<file path="src/sv/c_subset_lexer_assert.svh">
`ifndef C_SUBSET_LEXER_ASSERT_SVH
`define C_SUBSET_LEXER_ASSERT_SVH

// same-cycle implication, checked out of reset
`define CSLX_ASSERT_IMPL(name, ante, cons) \
    name: assert property (@(posedge i_clk) disable iff (!i_rst_n) (ante) |-> (cons)) \
        else $error("lexer check failed");

// next-cycle implication, checked out of reset
`define CSLX_ASSERT_NEXT(name, ante, cons) \
    name: assert property (@(posedge i_clk) disable iff (!i_rst_n) (ante) |=> (cons)) \
        else $error("lexer check failed");

`endif

</file>
<file path="src/sv/cslx_pkg.sv">
package cslx_pkg;

    localparam int POSITION_BITS = 16;
    localparam int NUMBER_BITS   = 31;
    localparam int FIFO_DEPTH    = 4;
    localparam int FIFO_PTR_BITS = 2;
    localparam int CNT_BITS      = 3;

    localparam logic [2:0] KIND_OPERATOR = 3'd0;
    localparam logic [2:0] KIND_IDENT    = 3'd1;
    localparam logic [2:0] KIND_NUMBER   = 3'd2;
    localparam logic [2:0] KIND_KEYWORD  = 3'd3;
    localparam logic [2:0] KIND_EOF      = 3'd4;
    localparam logic [2:0] KIND_ERROR    = 3'd5;

    localparam logic [3:0] OP_PLUS  = 4'd0;
    localparam logic [3:0] OP_MINUS = 4'd1;
    localparam logic [3:0] OP_STAR  = 4'd2;
    localparam logic [3:0] OP_SLASH = 4'd3;
    localparam logic [3:0] OP_LPAR  = 4'd4;
    localparam logic [3:0] OP_RPAR  = 4'd5;
    localparam logic [3:0] OP_LT    = 4'd6;
    localparam logic [3:0] OP_GT    = 4'd7;
    localparam logic [3:0] OP_ASSIGN = 4'd8;
    localparam logic [3:0] OP_SEMI  = 4'd9;
    localparam logic [3:0] OP_LBRACE = 4'd10;
    localparam logic [3:0] OP_RBRACE = 4'd11;
    localparam logic [3:0] OP_EQ    = 4'd12;
    localparam logic [3:0] OP_NE    = 4'd13;
    localparam logic [3:0] OP_LE    = 4'd14;
    localparam logic [3:0] OP_GE    = 4'd15;

    localparam logic [2:0] KW_RETURN = 3'd0;
    localparam logic [2:0] KW_IF     = 3'd1;
    localparam logic [2:0] KW_ELSE   = 3'd2;
    localparam logic [2:0] KW_WHILE  = 3'd3;
    localparam logic [2:0] KW_FOR    = 3'd4;
    localparam logic [2:0] KW_NONE   = 3'd7;

    localparam logic [1:0] HELD_LT   = 2'd0;
    localparam logic [1:0] HELD_GT   = 2'd1;
    localparam logic [1:0] HELD_EQ   = 2'd2;
    localparam logic [1:0] HELD_BANG = 2'd3;

    typedef struct packed {
        logic [7:0] text_byte;
        logic       end_of_text;
    } t_in;

    typedef struct packed {
        logic [2:0]               token_kind;
        logic [3:0]               operator_code;
        logic [2:0]               keyword_code;
        logic [POSITION_BITS-1:0] start_offset;
        logic [POSITION_BITS-1:0] token_length;
        logic [NUMBER_BITS-1:0]   number_value;
        logic                     number_overflow;
        logic                     last_of_run;
    } t_token;

    typedef struct packed {
        logic [1:0] count;
        t_token     tok0;
        t_token     tok1;
    } t_push;

    typedef struct packed {
        logic       hit;
        logic [3:0] code;
    } t_single;

    function automatic logic is_alpha(input logic [7:0] c);
        case (c) inside
            [8'h61:8'h7A], [8'h41:8'h5A]: return 1'b1;
            default: return 1'b0;
        endcase
    endfunction

    function automatic logic is_digit(input logic [7:0] c);
        case (c) inside
            [8'h30:8'h39]: return 1'b1;
            default: return 1'b0;
        endcase
    endfunction

    function automatic logic is_space(input logic [7:0] c);
        case (c) inside
            8'h20, [8'h09:8'h0D]: return 1'b1;
            default: return 1'b0;
        endcase
    endfunction

    function automatic t_single single_op(input logic [7:0] c);
        t_single s;
        s.hit = 1'b1;
        case (c)
            8'h2B: s.code = OP_PLUS;
            8'h2D: s.code = OP_MINUS;
            8'h2A: s.code = OP_STAR;
            8'h2F: s.code = OP_SLASH;
            8'h28: s.code = OP_LPAR;
            8'h29: s.code = OP_RPAR;
            8'h3B: s.code = OP_SEMI;
            8'h7B: s.code = OP_LBRACE;
            8'h7D: s.code = OP_RBRACE;
            default: begin
                s.hit  = 1'b0;
                s.code = OP_PLUS;
            end
        endcase
        return s;
    endfunction

    function automatic logic [3:0] held_single(input logic [1:0] p);
        case (p)
            HELD_LT: return OP_LT;
            HELD_GT: return OP_GT;
            HELD_EQ: return OP_ASSIGN;
            default: return OP_PLUS;
        endcase
    endfunction

    function automatic logic [3:0] held_double(input logic [1:0] p);
        case (p)
            HELD_LT: return OP_LE;
            HELD_GT: return OP_GE;
            HELD_EQ: return OP_EQ;
            default: return OP_NE;
        endcase
    endfunction

    function automatic logic [2:0] kw_len(input logic [2:0] k);
        case (k)
            KW_RETURN: return 3'd6;
            KW_IF:     return 3'd2;
            KW_ELSE:   return 3'd4;
            KW_WHILE:  return 3'd5;
            KW_FOR:    return 3'd3;
            default:   return 3'd0;
        endcase
    endfunction

    function automatic logic [7:0] kw_char(input logic [2:0] k, input logic [2:0] i);
        logic [47:0] txt;
        case (k)
            KW_RETURN: txt = "return";
            KW_IF:     txt = {"if", 32'h0};
            KW_ELSE:   txt = {"else", 16'h0};
            KW_WHILE:  txt = {"while", 8'h0};
            KW_FOR:    txt = {"for", 24'h0};
            default:   txt = '0;
        endcase
        if (i > 3'd5) begin
            return 8'h00;
        end
        return txt[8 * (5 - int'(i)) +: 8];
    endfunction

    function automatic logic [2:0] kw_first(input logic [7:0] c);
        case (c)
            8'h72:   return KW_RETURN;
            8'h69:   return KW_IF;
            8'h65:   return KW_ELSE;
            8'h77:   return KW_WHILE;
            8'h66:   return KW_FOR;
            default: return KW_NONE;
        endcase
    endfunction

    function automatic t_token make_token(
        input logic [2:0]               kind,
        input logic [3:0]               op,
        input logic [2:0]               kw,
        input logic [POSITION_BITS-1:0] start,
        input logic [POSITION_BITS-1:0] len,
        input logic [NUMBER_BITS-1:0]   val,
        input logic                     ovf
    );
        t_token t;
        t.token_kind      = kind;
        t.operator_code   = op;
        t.keyword_code    = kw;
        t.start_offset    = start;
        t.token_length    = len;
        t.number_value    = val;
        t.number_overflow = ovf;
        t.last_of_run     = 1'b0;
        return t;
    endfunction

endpackage

</file>
<file path="src/sv/cslx_core.sv">
module cslx_core (
    input  logic           i_clk,
    input  logic           i_rst_n,
    input  logic           i_fire,
    input  cslx_pkg::t_in  i_item,
    output cslx_pkg::t_push o_push
);
    import cslx_pkg::*;

    typedef enum logic [1:0] {
        MODE_IDLE   = 2'd0,
        MODE_IDENT  = 2'd1,
        MODE_NUMBER = 2'd2,
        MODE_OP     = 2'd3
    } t_mode;

    t_mode                    r_mode, n_mode;
    logic [1:0]               r_pending, n_pending;
    logic [2:0]               r_track, n_track;
    logic [POSITION_BITS-1:0] r_start, n_start;
    logic [POSITION_BITS-1:0] r_pos, n_pos;
    logic [POSITION_BITS-1:0] r_run, n_run;
    logic [NUMBER_BITS-1:0]   r_acc, n_acc;
    logic                     r_ovf, n_ovf;

    logic [7:0]               c;
    logic                     eot;
    logic                     a_v, b_v;
    t_token                   a_tok, b_tok;
    logic                     trk_live;
    logic [POSITION_BITS-1:0] trk_len;
    logic                     blocked;
    logic [POSITION_BITS-1:0] run_inc;
    logic [NUMBER_BITS+3:0]   prod;
    t_single                  sop;

    assign c        = i_item.text_byte;
    assign eot      = i_item.end_of_text;
    assign trk_live = (r_track <= KW_FOR);
    assign trk_len  = POSITION_BITS'(kw_len(r_track));
    assign blocked  = !eot && (is_digit(c) || c == 8'h5F);
    assign run_inc  = (&r_run) ? r_run : r_run + 1'b1;
    assign prod     = ({4'b0, r_acc} << 3) + ({4'b0, r_acc} << 1)
                    + (NUMBER_BITS + 4)'(c[3:0]);
    assign sop      = single_op(c);

    always_comb begin
        case (r_mode)
            MODE_IDENT: begin
                if (trk_live && r_run == trk_len && !blocked) begin
                    a_tok = make_token(KIND_KEYWORD, OP_PLUS, r_track, r_start, r_run,
                                       '0, 1'b0);
                end else begin
                    a_tok = make_token(KIND_IDENT, OP_PLUS, KW_RETURN, r_start, r_run,
                                       '0, 1'b0);
                end
            end
            MODE_NUMBER: begin
                a_tok = make_token(KIND_NUMBER, OP_PLUS, KW_RETURN, r_start, r_run,
                                   r_acc, r_ovf);
            end
            MODE_OP: begin
                if (r_pending == HELD_BANG) begin
                    a_tok = make_token(KIND_ERROR, OP_PLUS, KW_RETURN, r_start,
                                       POSITION_BITS'(1), '0, 1'b0);
                end else begin
                    a_tok = make_token(KIND_OPERATOR, held_single(r_pending), KW_RETURN,
                                       r_start, POSITION_BITS'(1), '0, 1'b0);
                end
            end
            default: begin
                a_tok = '0;
            end
        endcase
    end

    always_comb begin
        n_mode    = r_mode;
        n_pending = r_pending;
        n_track   = r_track;
        n_start   = r_start;
        n_pos     = r_pos;
        n_run     = r_run;
        n_acc     = r_acc;
        n_ovf     = r_ovf;
        a_v       = 1'b0;
        b_v       = 1'b0;
        b_tok     = '0;
        if (eot) begin
            a_v       = (r_mode != MODE_IDLE);
            b_v       = 1'b1;
            b_tok     = make_token(KIND_EOF, OP_PLUS, KW_RETURN, r_pos, '0, '0, 1'b0);
            n_mode    = MODE_IDLE;
            n_pending = HELD_LT;
            n_track   = KW_NONE;
            n_start   = '0;
            n_pos     = '0;
            n_run     = '0;
            n_acc     = '0;
            n_ovf     = 1'b0;
        end else begin
            n_pos = r_pos + 1'b1;
            if (r_mode == MODE_OP && c == 8'h3D) begin
                b_v    = 1'b1;
                b_tok  = make_token(KIND_OPERATOR, held_double(r_pending), KW_RETURN,
                                    r_start, POSITION_BITS'(2), '0, 1'b0);
                n_mode = MODE_IDLE;
            end else if (r_mode == MODE_IDENT && is_alpha(c)) begin
                if (trk_live && r_run < trk_len) begin
                    if (kw_char(r_track, r_run[2:0]) != c) begin
                        n_track = KW_NONE;
                    end
                end else if (trk_live) begin
                    n_track = KW_NONE;
                end
                n_run = run_inc;
            end else if (r_mode == MODE_NUMBER && is_digit(c)) begin
                if (prod[NUMBER_BITS+3:NUMBER_BITS] != 4'd0) begin
                    n_acc = '1;
                    n_ovf = 1'b1;
                end else begin
                    n_acc = prod[NUMBER_BITS-1:0];
                end
                n_run = run_inc;
            end else begin
                a_v    = (r_mode != MODE_IDLE);
                n_mode = MODE_IDLE;
                if (is_space(c)) begin
                    n_mode = MODE_IDLE;
                end else if (is_alpha(c)) begin
                    n_mode  = MODE_IDENT;
                    n_start = r_pos;
                    n_run   = POSITION_BITS'(1);
                    n_track = kw_first(c);
                end else if (is_digit(c)) begin
                    n_mode  = MODE_NUMBER;
                    n_start = r_pos;
                    n_run   = POSITION_BITS'(1);
                    n_acc   = NUMBER_BITS'(c[3:0]);
                    n_ovf   = 1'b0;
                end else if (c == 8'h3C || c == 8'h3E || c == 8'h3D || c == 8'h21) begin
                    n_mode  = MODE_OP;
                    n_start = r_pos;
                    case (c)
                        8'h3C:   n_pending = HELD_LT;
                        8'h3E:   n_pending = HELD_GT;
                        8'h3D:   n_pending = HELD_EQ;
                        default: n_pending = HELD_BANG;
                    endcase
                end else if (sop.hit) begin
                    b_v   = 1'b1;
                    b_tok = make_token(KIND_OPERATOR, sop.code, KW_RETURN, r_pos,
                                       POSITION_BITS'(1), '0, 1'b0);
                end else begin
                    b_v   = 1'b1;
                    b_tok = make_token(KIND_ERROR, OP_PLUS, KW_RETURN, r_pos,
                                       POSITION_BITS'(1), '0, 1'b0);
                end
            end
        end
    end

    always_comb begin
        o_push       = '0;
        o_push.tok0  = a_v ? a_tok : b_tok;
        o_push.tok1  = b_tok;
        if (i_fire) begin
            if (a_v && b_v) begin
                o_push.count            = 2'd2;
                o_push.tok1.last_of_run = 1'b1;
            end else if (a_v || b_v) begin
                o_push.count            = 2'd1;
                o_push.tok0.last_of_run = 1'b1;
            end
        end
    end

    always_ff @(posedge i_clk) begin
        if (!i_rst_n) begin
            r_mode    <= MODE_IDLE;
            r_pending <= HELD_LT;
            r_track   <= KW_NONE;
            r_start   <= '0;
            r_pos     <= '0;
            r_run     <= '0;
            r_acc     <= '0;
            r_ovf     <= 1'b0;
        end else if (i_fire) begin
            r_mode    <= n_mode;
            r_pending <= n_pending;
            r_track   <= n_track;
            r_start   <= n_start;
            r_pos     <= n_pos;
            r_run     <= n_run;
            r_acc     <= n_acc;
            r_ovf     <= n_ovf;
        end
    end

endmodule

</file>
<file path="src/sv/cslx_fifo.sv">
`include "c_subset_lexer_assert.svh"

module cslx_fifo (
    input  logic             i_clk,
    input  logic             i_rst_n,
    input  cslx_pkg::t_push  i_push,
    output logic             o_room,
    output logic             o_valid,
    input  logic             i_ready,
    output cslx_pkg::t_token o_token
);
    import cslx_pkg::*;

    t_token                   r_slot [FIFO_DEPTH];
    logic [FIFO_PTR_BITS-1:0] r_head, r_tail;
    logic [CNT_BITS-1:0]      r_count;
    logic                     pop;

    assign o_valid = (r_count != '0);
    assign o_token = r_slot[r_head];
    assign o_room  = (r_count <= CNT_BITS'(FIFO_DEPTH - 2));
    assign pop     = o_valid && i_ready;

    always_ff @(posedge i_clk) begin
        if (!i_rst_n) begin
            r_head  <= '0;
            r_tail  <= '0;
            r_count <= '0;
        end else begin
            r_head  <= r_head + FIFO_PTR_BITS'(pop);
            r_tail  <= r_tail + FIFO_PTR_BITS'(i_push.count);
            r_count <= r_count + CNT_BITS'(i_push.count) - CNT_BITS'(pop);
        end
    end

    always_ff @(posedge i_clk) begin
        if (i_push.count != 2'd0) begin
            r_slot[r_tail] <= i_push.tok0;
        end
        if (i_push.count == 2'd2) begin
            r_slot[r_tail + 1'b1] <= i_push.tok1;
        end
    end

    `CSLX_ASSERT_IMPL(a_count_bound, 1'b1, r_count <= CNT_BITS'(FIFO_DEPTH))
    `CSLX_ASSERT_IMPL(a_push_room, i_push.count != 2'd0, o_room)
    `CSLX_ASSERT_NEXT(a_hold_head, o_valid && !i_ready, o_valid && $stable(r_head))

endmodule

</file>
<file path="src/sv/c_subset_lexer.sv">
// Path: an accepted item is held in the input register and lexed once the result queue has
// room; its tokens are written to the queue and offered from there.
// Throughput: one item per cycle while the queue has room; the four-entry result queue
// absorbs items that yield two tokens, and a long run of them is limited by the
// single-token output port.
// Reset (synchronous, active low) empties the queue and returns the scanner to idle at offset 0.
module c_subset_lexer (
    input  logic             i_clk,
    input  logic             i_rst_n,
    input  logic             i_valid,
    output logic             o_ready,
    input  cslx_pkg::t_in    i_item,
    output logic             o_valid,
    input  logic             i_ready,
    output cslx_pkg::t_token o_token
);
    import cslx_pkg::*;

    logic  r_in_valid;
    t_in   r_in;
    logic  room;
    logic  fire;
    t_push push;

    assign fire    = r_in_valid && room;
    assign o_ready = !r_in_valid || fire;

    always_ff @(posedge i_clk) begin
        if (!i_rst_n) begin
            r_in_valid <= 1'b0;
        end else if (o_ready) begin
            r_in_valid <= i_valid;
        end
    end

    always_ff @(posedge i_clk) begin
        if (i_valid && o_ready) begin
            r_in <= i_item;
        end
    end

    cslx_core u_core (
        .i_clk   (i_clk),
        .i_rst_n (i_rst_n),
        .i_fire  (fire),
        .i_item  (r_in),
        .o_push  (push)
    );

    cslx_fifo u_fifo (
        .i_clk   (i_clk),
        .i_rst_n (i_rst_n),
        .i_push  (push),
        .o_room  (room),
        .o_valid (o_valid),
        .i_ready (i_ready),
        .o_token (o_token)
    );

endmodule
</file>
<file path="config.mk">
export PLATFORM = sky130hd
export DESIGN_NAME = c_subset_lexer
export DESIGN_NICKNAME = d
export VERILOG_FILES = /design/src/sv/cslx_pkg.sv /design/src/sv/cslx_core.sv /design/src/sv/cslx_fifo.sv /design/src/sv/c_subset_lexer.sv
export VERILOG_INCLUDE_DIRS = /design/src /design/src/sv
export SDC_FILE = /design/constraint.sdc
export NUM_CORES = 1
export LEC_CHECK = 0
export BUFFER_PORTS_ARGS = -buffer_cell sky130_fd_sc_hd__buf_2
export CAP_MARGIN = 10
export CORE_MARGIN = 3
export CORE_UTILIZATION = 62
export DETAILED_ROUTE_END_ITERATION = 6
export MAX_ROUTING_LAYER = met4
export PLACE_DENSITY_LB_ADDON = 0.15
export SLEW_MARGIN = 40
export SYNTH_ARGS = -nofsm -noshare
export SYNTH_HDL_FRONTEND = slang
export SYNTH_SLANG_ARGS = --single-unit
</file>
<file path="constraint.sdc">
create_clock -name i_clk -period 4.75 [get_ports i_clk]
set_clock_uncertainty 0.15 [all_clocks]
set_input_delay 0.475 -clock i_clk [delete_from_list [all_inputs] [get_ports i_clk]]
set_output_delay 0.475 -clock i_clk [all_outputs]
set_load 0.01 [all_outputs]
</file>
==> results.tsv, run 1 <==
stage	metric	value	unit
timing	Max transition margin	45.6	%
timing	Hold Worst Slack	0.0166	ns
power	Worst VDD drop	387	uV
timing	fmax	0.237	GHz
route	DRT iter0 DRCs	1593	
timing	RSZ-0062 raised after global routing	no	
logic_synthesis	Mapped Area	20400	um^2
finish	FF+latch area	9190	um^2
run_status	violated checks	design-rule violations	
cts	Hold Buf Count CTS	7	
cts	H-Tree Level Count	2	
global_route	largest net degree at the start of global routing	77	
floorplanning	total core area	32000	um^2
floorplanning	Die Y	188	um
finish	filler instances	2496	
worst_hold_path	HP Class	primary input to register	
place	IO Port Bufs	89	
floorplanning	Ports	90	
critical_path	Worst setup EP type	register	
global_route	first-pass GRT wire length	88200	um
floorplanning	Rows	65	
floorplanning	Initial Util	63.7	%
route	1st-pass router iterations	7	
place	HPWL after detailed placement	37200	um
logic_synthesis	Yosys reg bits	404	
logic_synthesis	Post-Syn Instances	2134	
logic_synthesis	yosys warns	0	
timing	Pins Over Slew Limit	0	
cts	Clock Tree Buf Depth	3	
finish	fraction of layout cells with a size suffix above 1	15.2	%
logic_synthesis	mux contribution to synthesized area	8.58	%
route	vias per inst	6.41	
timing	Final period util	88.9	%
timing	Period minus WS final	4.22	ns
logic_synthesis	main combinational cell family by area after synthesis	compound AO/OA/AOI/OAI gates	
timing	slew of the pin with the lowest slew margin	0.815	ns
global_route	gr usage total	31.8	%
finish	non-filler instance count after layout	2629	
cts	CTS Buf Count	41	
logic_synthesis	share of flip-flops with an asynchronous set or reset	0	%
place	placed cells	2548	
logic_synthesis	part of the Yosys area used for sequential elements	44.9	%
route	Vias	16848	
place	GP Congestion	0.948	
critical_path	critical path class	register to register	
timing	Final setup viols	0	
logic_synthesis	Synth Area in XOR/XNOR	2.44	%
global_route	initial antenna violation count	1	
logic_synthesis	synth unique cells	93	
route	post-route ant nets	0	
logic_synthesis	number of flops mapped to enable cells by yosys	109	
critical_path	CP max-delay cell	edfxtp_1	
critical_path	max incr delay on CP	0.59	ns
timing	setup TNS	0	ns
critical_path	CP Launch Type	register	
cts	post-CTS sizing	0	
power	leakage	8.29	nW
finish	Multi-input gate area	10500	um^2
route	WL final	55600	um
logic_synthesis	area share of fa/ha/maj cells after synthesis	4.83	%
critical_path	CP required	5.01	ns
critical_path	Crit path max-delay family	compound AO/OA/AOI/OAI gates	
power	Final Power	0.00808	W
cts	CTS tree	done	
logic_synthesis	Syn Nets	2224	
run_status	outcome	finished, violations left	
logic_synthesis	compound-cell area share of the yosys netlist	19.0	%
global_route	vias in the first global route	16464	
floorplanning	DIE WIDTH	188	um
logic_synthesis	syn avg cell area	9.57	um^2
cts	post-CTS setup buffer count	0	
cts	worst skew pair latency	0.53	ns
logic_synthesis	Top FF cell, synth	dfxtp_1	
critical_path	crit path cell chain	ha_1 > ha_1 > fa_1 > a211oi_1 > o21ai_1 > o2111ai_1 > a31oi_1 > o21ai_1 > o2111ai_2 > and2_1 > a221o_1	
route	wire length per cell	21.2	um
logic_synthesis	Simple-Gate Fraction of Synth Area	16.3	%
cts	clk slew on worst S/H paths	0.07	ns
power	power per cell area	358	nW/um^2
critical_path	Arr. time, crit path	4.49	ns
place	dpl cell area	21200	um^2
floorplanning	die area	35200	um^2
job	max-cap viol count	0	
finish	fin area	22600	um^2
critical_path	crit-path max FO	13	
finish	nets	2253	
cts	CTS Sinks	404	
timing	Final Hold Violating Endpoints	0	
cts	Root Driver	clkbuf_16	
critical_path	Worst Path Buf+Inv	0	
finish	P&R area growth vs syn	10.6	%
global_route	gr ovfl total	0	
route	DRC Markers	7	
registers in the layout, indices dropped and copies added (netlist names), 3 cells and up:
signal          count
u_fifo.r_slot     300
r_in                9
u_core.r_pos       16
u_core.r_run       16
u_core.r_track      3
u_core.r_start     16
u_fifo.r_count      3
u_core.r_acc       31
power by group:
group          switching [W]  leakage, nW  internal (W)
logic               0.000629         4.26      0.000469
clock network        0.00135        0.651       0.00189
registers           0.000136         3.38       0.00361
total                0.00211         8.29       0.00597
final cells by class:
class	instances	area share, %
clock inverter	22	1.04
antenna	1	0.0111
tap	435	2.41
timing repair buffer	144	3.99
inverter	29	0.482
clock buffer	51	4.93
multi-input combinational	1543	46.5
sequential	404	40.7
kinds of logic after synthesis:
group / Yosys count
fa+ha+maj: 77
compound gates: 627
simple gates: 701
xor+xnor: 57
mux: 81
buf+inv: 187
flops: 404
final timing paths:
check,start,to,slack [ns],depth (start not counted)
max reg2reg,r_in[3],u_core.r_acc[15],0.53,11
min reg2reg,u_fifo.r_slot[1][4],u_fifo.r_slot[1][4],0.30,2
max,r_in[3],u_core.r_acc[15],0.53,11
min,i_item[1],r_in[1],0.02,1
layer usage:
metal / part of all wire, % / global-route usage [%] / up-vias
met5: 0 / - / -
met4: 4.2 / 13.0 / 0
met3: 7.3 / 4.84 / 150
met2: 47 / 50.9 / 691
met1: 41 / 40.8 / 8124
li1: - / - / 7883
cells in the mapped netlist (7+ instances only):
cell type	n	area (um^2)
a21oi_1	117	586
o21ai_0	282	1410
xnor2_1	28	245
nand3_1	95	475
clkbuf_1	100	375
buf_2	33	165
a22o_1	57	499
or3_1	11	68.8
a211oi_1	8	60.1
xor2_1	29	254
edfxtp_1	109	3270
and3_1	14	87.6
nor3b_1	16	120
nor2b_1	26	163
a21boi_0	19	143
nand2_1	305	1140
a31oi_1	9	56.3
buf_1	15	56.3
nand4_1	15	93.8
o21ai_1	8	40.0
nand2b_1	12	75.1
o21bai_1	7	52.6
o22ai_1	25	156
ha_1	74	926
and2_1	31	194
nor3_1	27	135
dfxtp_1	295	5910
a221o_1	9	90.1
nor2_1	104	390
a21o_1	15	113
inv_1	28	105
mux4_2	75	1690
through the flow:
stage	setup slack [ns]	util (%)
floorplan	0.788	-
global placement	0.568	66.0
detailed placement	0.589	66.1
CTS	0.573	70.5
global route	0.232	70.5
finish	0.526	70.5
worst reg2reg max path: cells and delay by family, from the launching register on:
family | cells | cell delay, ns
simple gates | 1 | 0.38
flops | 1 | 0.59
compound gates | 7 | 1.93
fa+ha+maj | 3 | 1.06
cell usage in the layout, fill, tap and decap left out, types with 6 or more instances in the layout:
cell and instances:
a211oi_1 8, a21boi_0 19, a21o_1 15, a21oi_1 117, a221o_1 9, a22o_1 57, a31oi_1 8, and2_1 31
and3_1 14, buf_2 89, buf_4 46, clkbuf_1 6, clkbuf_16 42, clkinv_2 7, dfxtp_1 293, dlygate4sd3_1 7
edfxtp_1 109, ha_1 74, inv_1 28, mux4_2 75, nand2_1 303, nand2b_1 11, nand3_1 94, nand4_1 15
nor2_1 98, nor2_2 6, nor2b_1 26, nor3_1 27, nor3b_1 16, nor4_1 6, o211ai_1 6, o21ai_0 282
o21ai_1 8, o21bai_1 7, o22ai_1 25, or3_1 11, xnor2_1 28, xor2_1 29
Power figures use the tool's default switching activity.
==> run 2: changes to the inputs <==
==> constraint.sdc (replaced) <==
create_clock -name i_clk -period 4.7 [get_ports i_clk]
set_clock_uncertainty 0.15 [all_clocks]
set_input_delay 0.47 -clock i_clk [delete_from_list [all_inputs] [get_ports i_clk]]
set_output_delay 0.47 -clock i_clk [all_outputs]
set_load 0.01 [all_outputs]
==> run 2 against run 1 <==
Net effect: the flow now finishes without violations; design area rose by 0.59%; register-to-register slack improved by 0.04 ns; first-iteration DRC count is 1.5% higher; hold slack gained 0.0096 ns; critical path depth increased by 3; flip-flop and latch count is the same; setup slack improved by 0.038 ns; core utilization grew 0.42 points; non-clock buffer count unchanged; clock-buffer cell count rose by 10; final cell count is 0.11% higher; critical endpoint is now u_fifo.r_slot[1][60]; largest cell class unchanged.
==> results.tsv, run 2 (synthesized netlist as in run 1, its figures left out) <==
stage	metric	value	unit
run_status	outcome	finished clean	
worst_hold_path	hold_sp	i_item[2]	
route	wire length per cell	21.2	um
critical_path	critical path class	register to register	
place	GP Congestion	0.957	
place	IO Port Bufs	89	
finish	biggest regs	u_fifo.r_slot (300), u_core.r_acc (31)	
power	leakage	8.36	nW
floorplanning	Ports	90	
critical_path	Worst setup EP type	register	
critical_path	Worst Path Buf+Inv	2	
global_route	first-pass GRT wire length	89000	um
global_route	gr usage total	32.1	%
place	dpl cell area	21200	um^2
critical_path	Worst Reg-to-Reg Cells	14	
route	DRC Markers	0	
cts	post-CTS sizing	0	
route	vias per inst	6.40	
critical_path	CP required	4.93	ns
timing	Period minus WS final	4.14	ns
cts	post-CTS setup buffer count	0	
cts	CTS tree	done	
cts	clk slew on worst S/H paths	0.06	ns
floorplanning	Die Y	188	um
cts	H-Tree Level Count	2	
power	power per cell area	367	nW/um^2
timing	Pins Over Slew Limit	0	
critical_path	R2R Path Start	r_in[5]	
worst_hold_path	Hold Path Stages	1	
route	Vias	16833	
timing	slew of the pin with the lowest slew margin	0.799	ns
finish	max reg flops	300	
global_route	largest net degree at the start of global routing	77	
timing	RSZ-0062 raised after global routing	no	
timing	setup TNS	0	ns
finish	largest register by flop count	u_fifo.r_slot	
floorplanning	DIE WIDTH	188	um
route	1st-pass router iterations	6	
floorplanning	Initial Util	63.7	%
cts	CTS Buf Count	42	
cts	Hold Buf Count CTS	8	
finish	fin area	22700	um^2
finish	fraction of layout cells with a size suffix above 1	15.2	%
critical_path	crit-path max FO	44	
critical_path	RR Endpoint	u_fifo.r_slot[1][60]	
timing	Max transition margin	46.7	%
finish	most common cell after layout, fill and taps aside	nand2_1	
critical_path	Crit path max-delay family	simple AND/OR/NAND/NOR gates	
cts	Root Driver	clkbuf_16	
route	WL final	55700	um
cts	Clock Tree Buf Depth	3	
floorplanning	die area	35200	um^2
finish	nets	2254	
place	HPWL after detailed placement	37000	um
timing	Final setup viols	0	
finish	P&R area growth vs syn	11.3	%
floorplanning	Rows	65	
job	max-cap viol count	0	
cts	worst skew pair latency	0.55	ns
floorplanning	total core area	32000	um^2
worst_hold_path	WHS Endpoint	r_in[2]	
global_route	initial antenna violation count	1	
critical_path	max incr delay on CP	0.58	ns
timing	Final Hold Violating Endpoints	0	
finish	most frequent cells in the layout	nand2_1, dfxtp_1, o21ai_0, a21oi_1, edfxtp_1	
critical_path	CP Launch Type	register	
cts	CTS Sinks	404	
global_route	vias in the first global route	16289	
route	DRT iter0 DRCs	1617	
power	Worst VDD drop	353	uV
critical_path	setup slack, reg-to-reg	0.56	ns
global_route	gr ovfl total	0	
worst_hold_path	HP Class	primary input to register	
timing	fmax	0.242	GHz
route	post-route ant nets	0	
critical_path	crit path cell chain	nor2_1 > nand2_1 > o41ai_1 > nand3b_1 > nand2_1 > ha_1 > nor2_1 > nor2_1 > nand3_1 > buf_4 > o22ai_2 > buf_4 > nand2_1 > o21ai_0	
critical_path	CP max-delay cell	edfxtp_1	
critical_path	Arr. time, crit path	4.37	ns
finish	filler instances	2450	
timing	Final period util	88.0	%
## run 2: layout make-up
cell class | count | area (um^2) | area share (%)
multi-input combinational | 1543 | 10500 | 46.2
sequential | 404 | 9190 | 40.4
clock buffer | 61 | 1240 | 5.48
timing repair buffer | 144 | 953 | 4.19
tap | 435 | 544 | 2.39
clock inverter | 15 | 183 | 0.804
inverter | 29 | 109 | 0.479
antenna | 1 | 2.50 | 0.0110
## run 2: through the flow
stage	power, W	hold WS [ns]	instances	utilization [%]	worst slack (ns)
floorplan	0.00458	0.270	2134	-	0.738
global route	0.00863	0.0192	2632	70.9	0.270
global placement	0.00494	0.280	2545	66.0	0.649
finish	0.00835	0.0262	2632	70.9	0.564
CTS	0.00838	0.00853	2631	70.9	0.641
detailed placement	0.00497	0.290	2547	66.2	0.677
## run 2: routing by layer
metal  share of wire (%)  vias to the layer above  GRT usage, %
li1                    -                     7866             -
met1                  41                     8138          42.0
met2                  49                      699          52.9
met3                 6.9                      130          3.81
met4                 3.1                        0          10.2
met5                   0                        -             -
## run 2: how the worst max path moves through the flow
stage,slack [ns],cells past startpoint,to,from
floorplan,0.74,13,u_fifo.r_slot[0][0],r_in[8]
global placement,0.65,11,u_fifo.r_slot[2][35],r_in[5]
detailed placement,0.68,14,u_fifo.r_slot[1][63],r_in[5]
CTS,0.64,14,u_fifo.r_slot[1][62],r_in[5]
global route,0.27,14,u_fifo.r_slot[1][62],r_in[5]
finish,0.56,14,u_fifo.r_slot[1][60],r_in[5]
## run 2: power by group
| group | switching, W | internal [W] | total [W] |
|---|---|---|---|
| clock | 0.00139 | 0.00206 | 0.00345 |
| combinational | 0.000633 | 0.000482 | 0.00112 |
| sequential | 0.000134 | 0.00365 | 0.00378 |
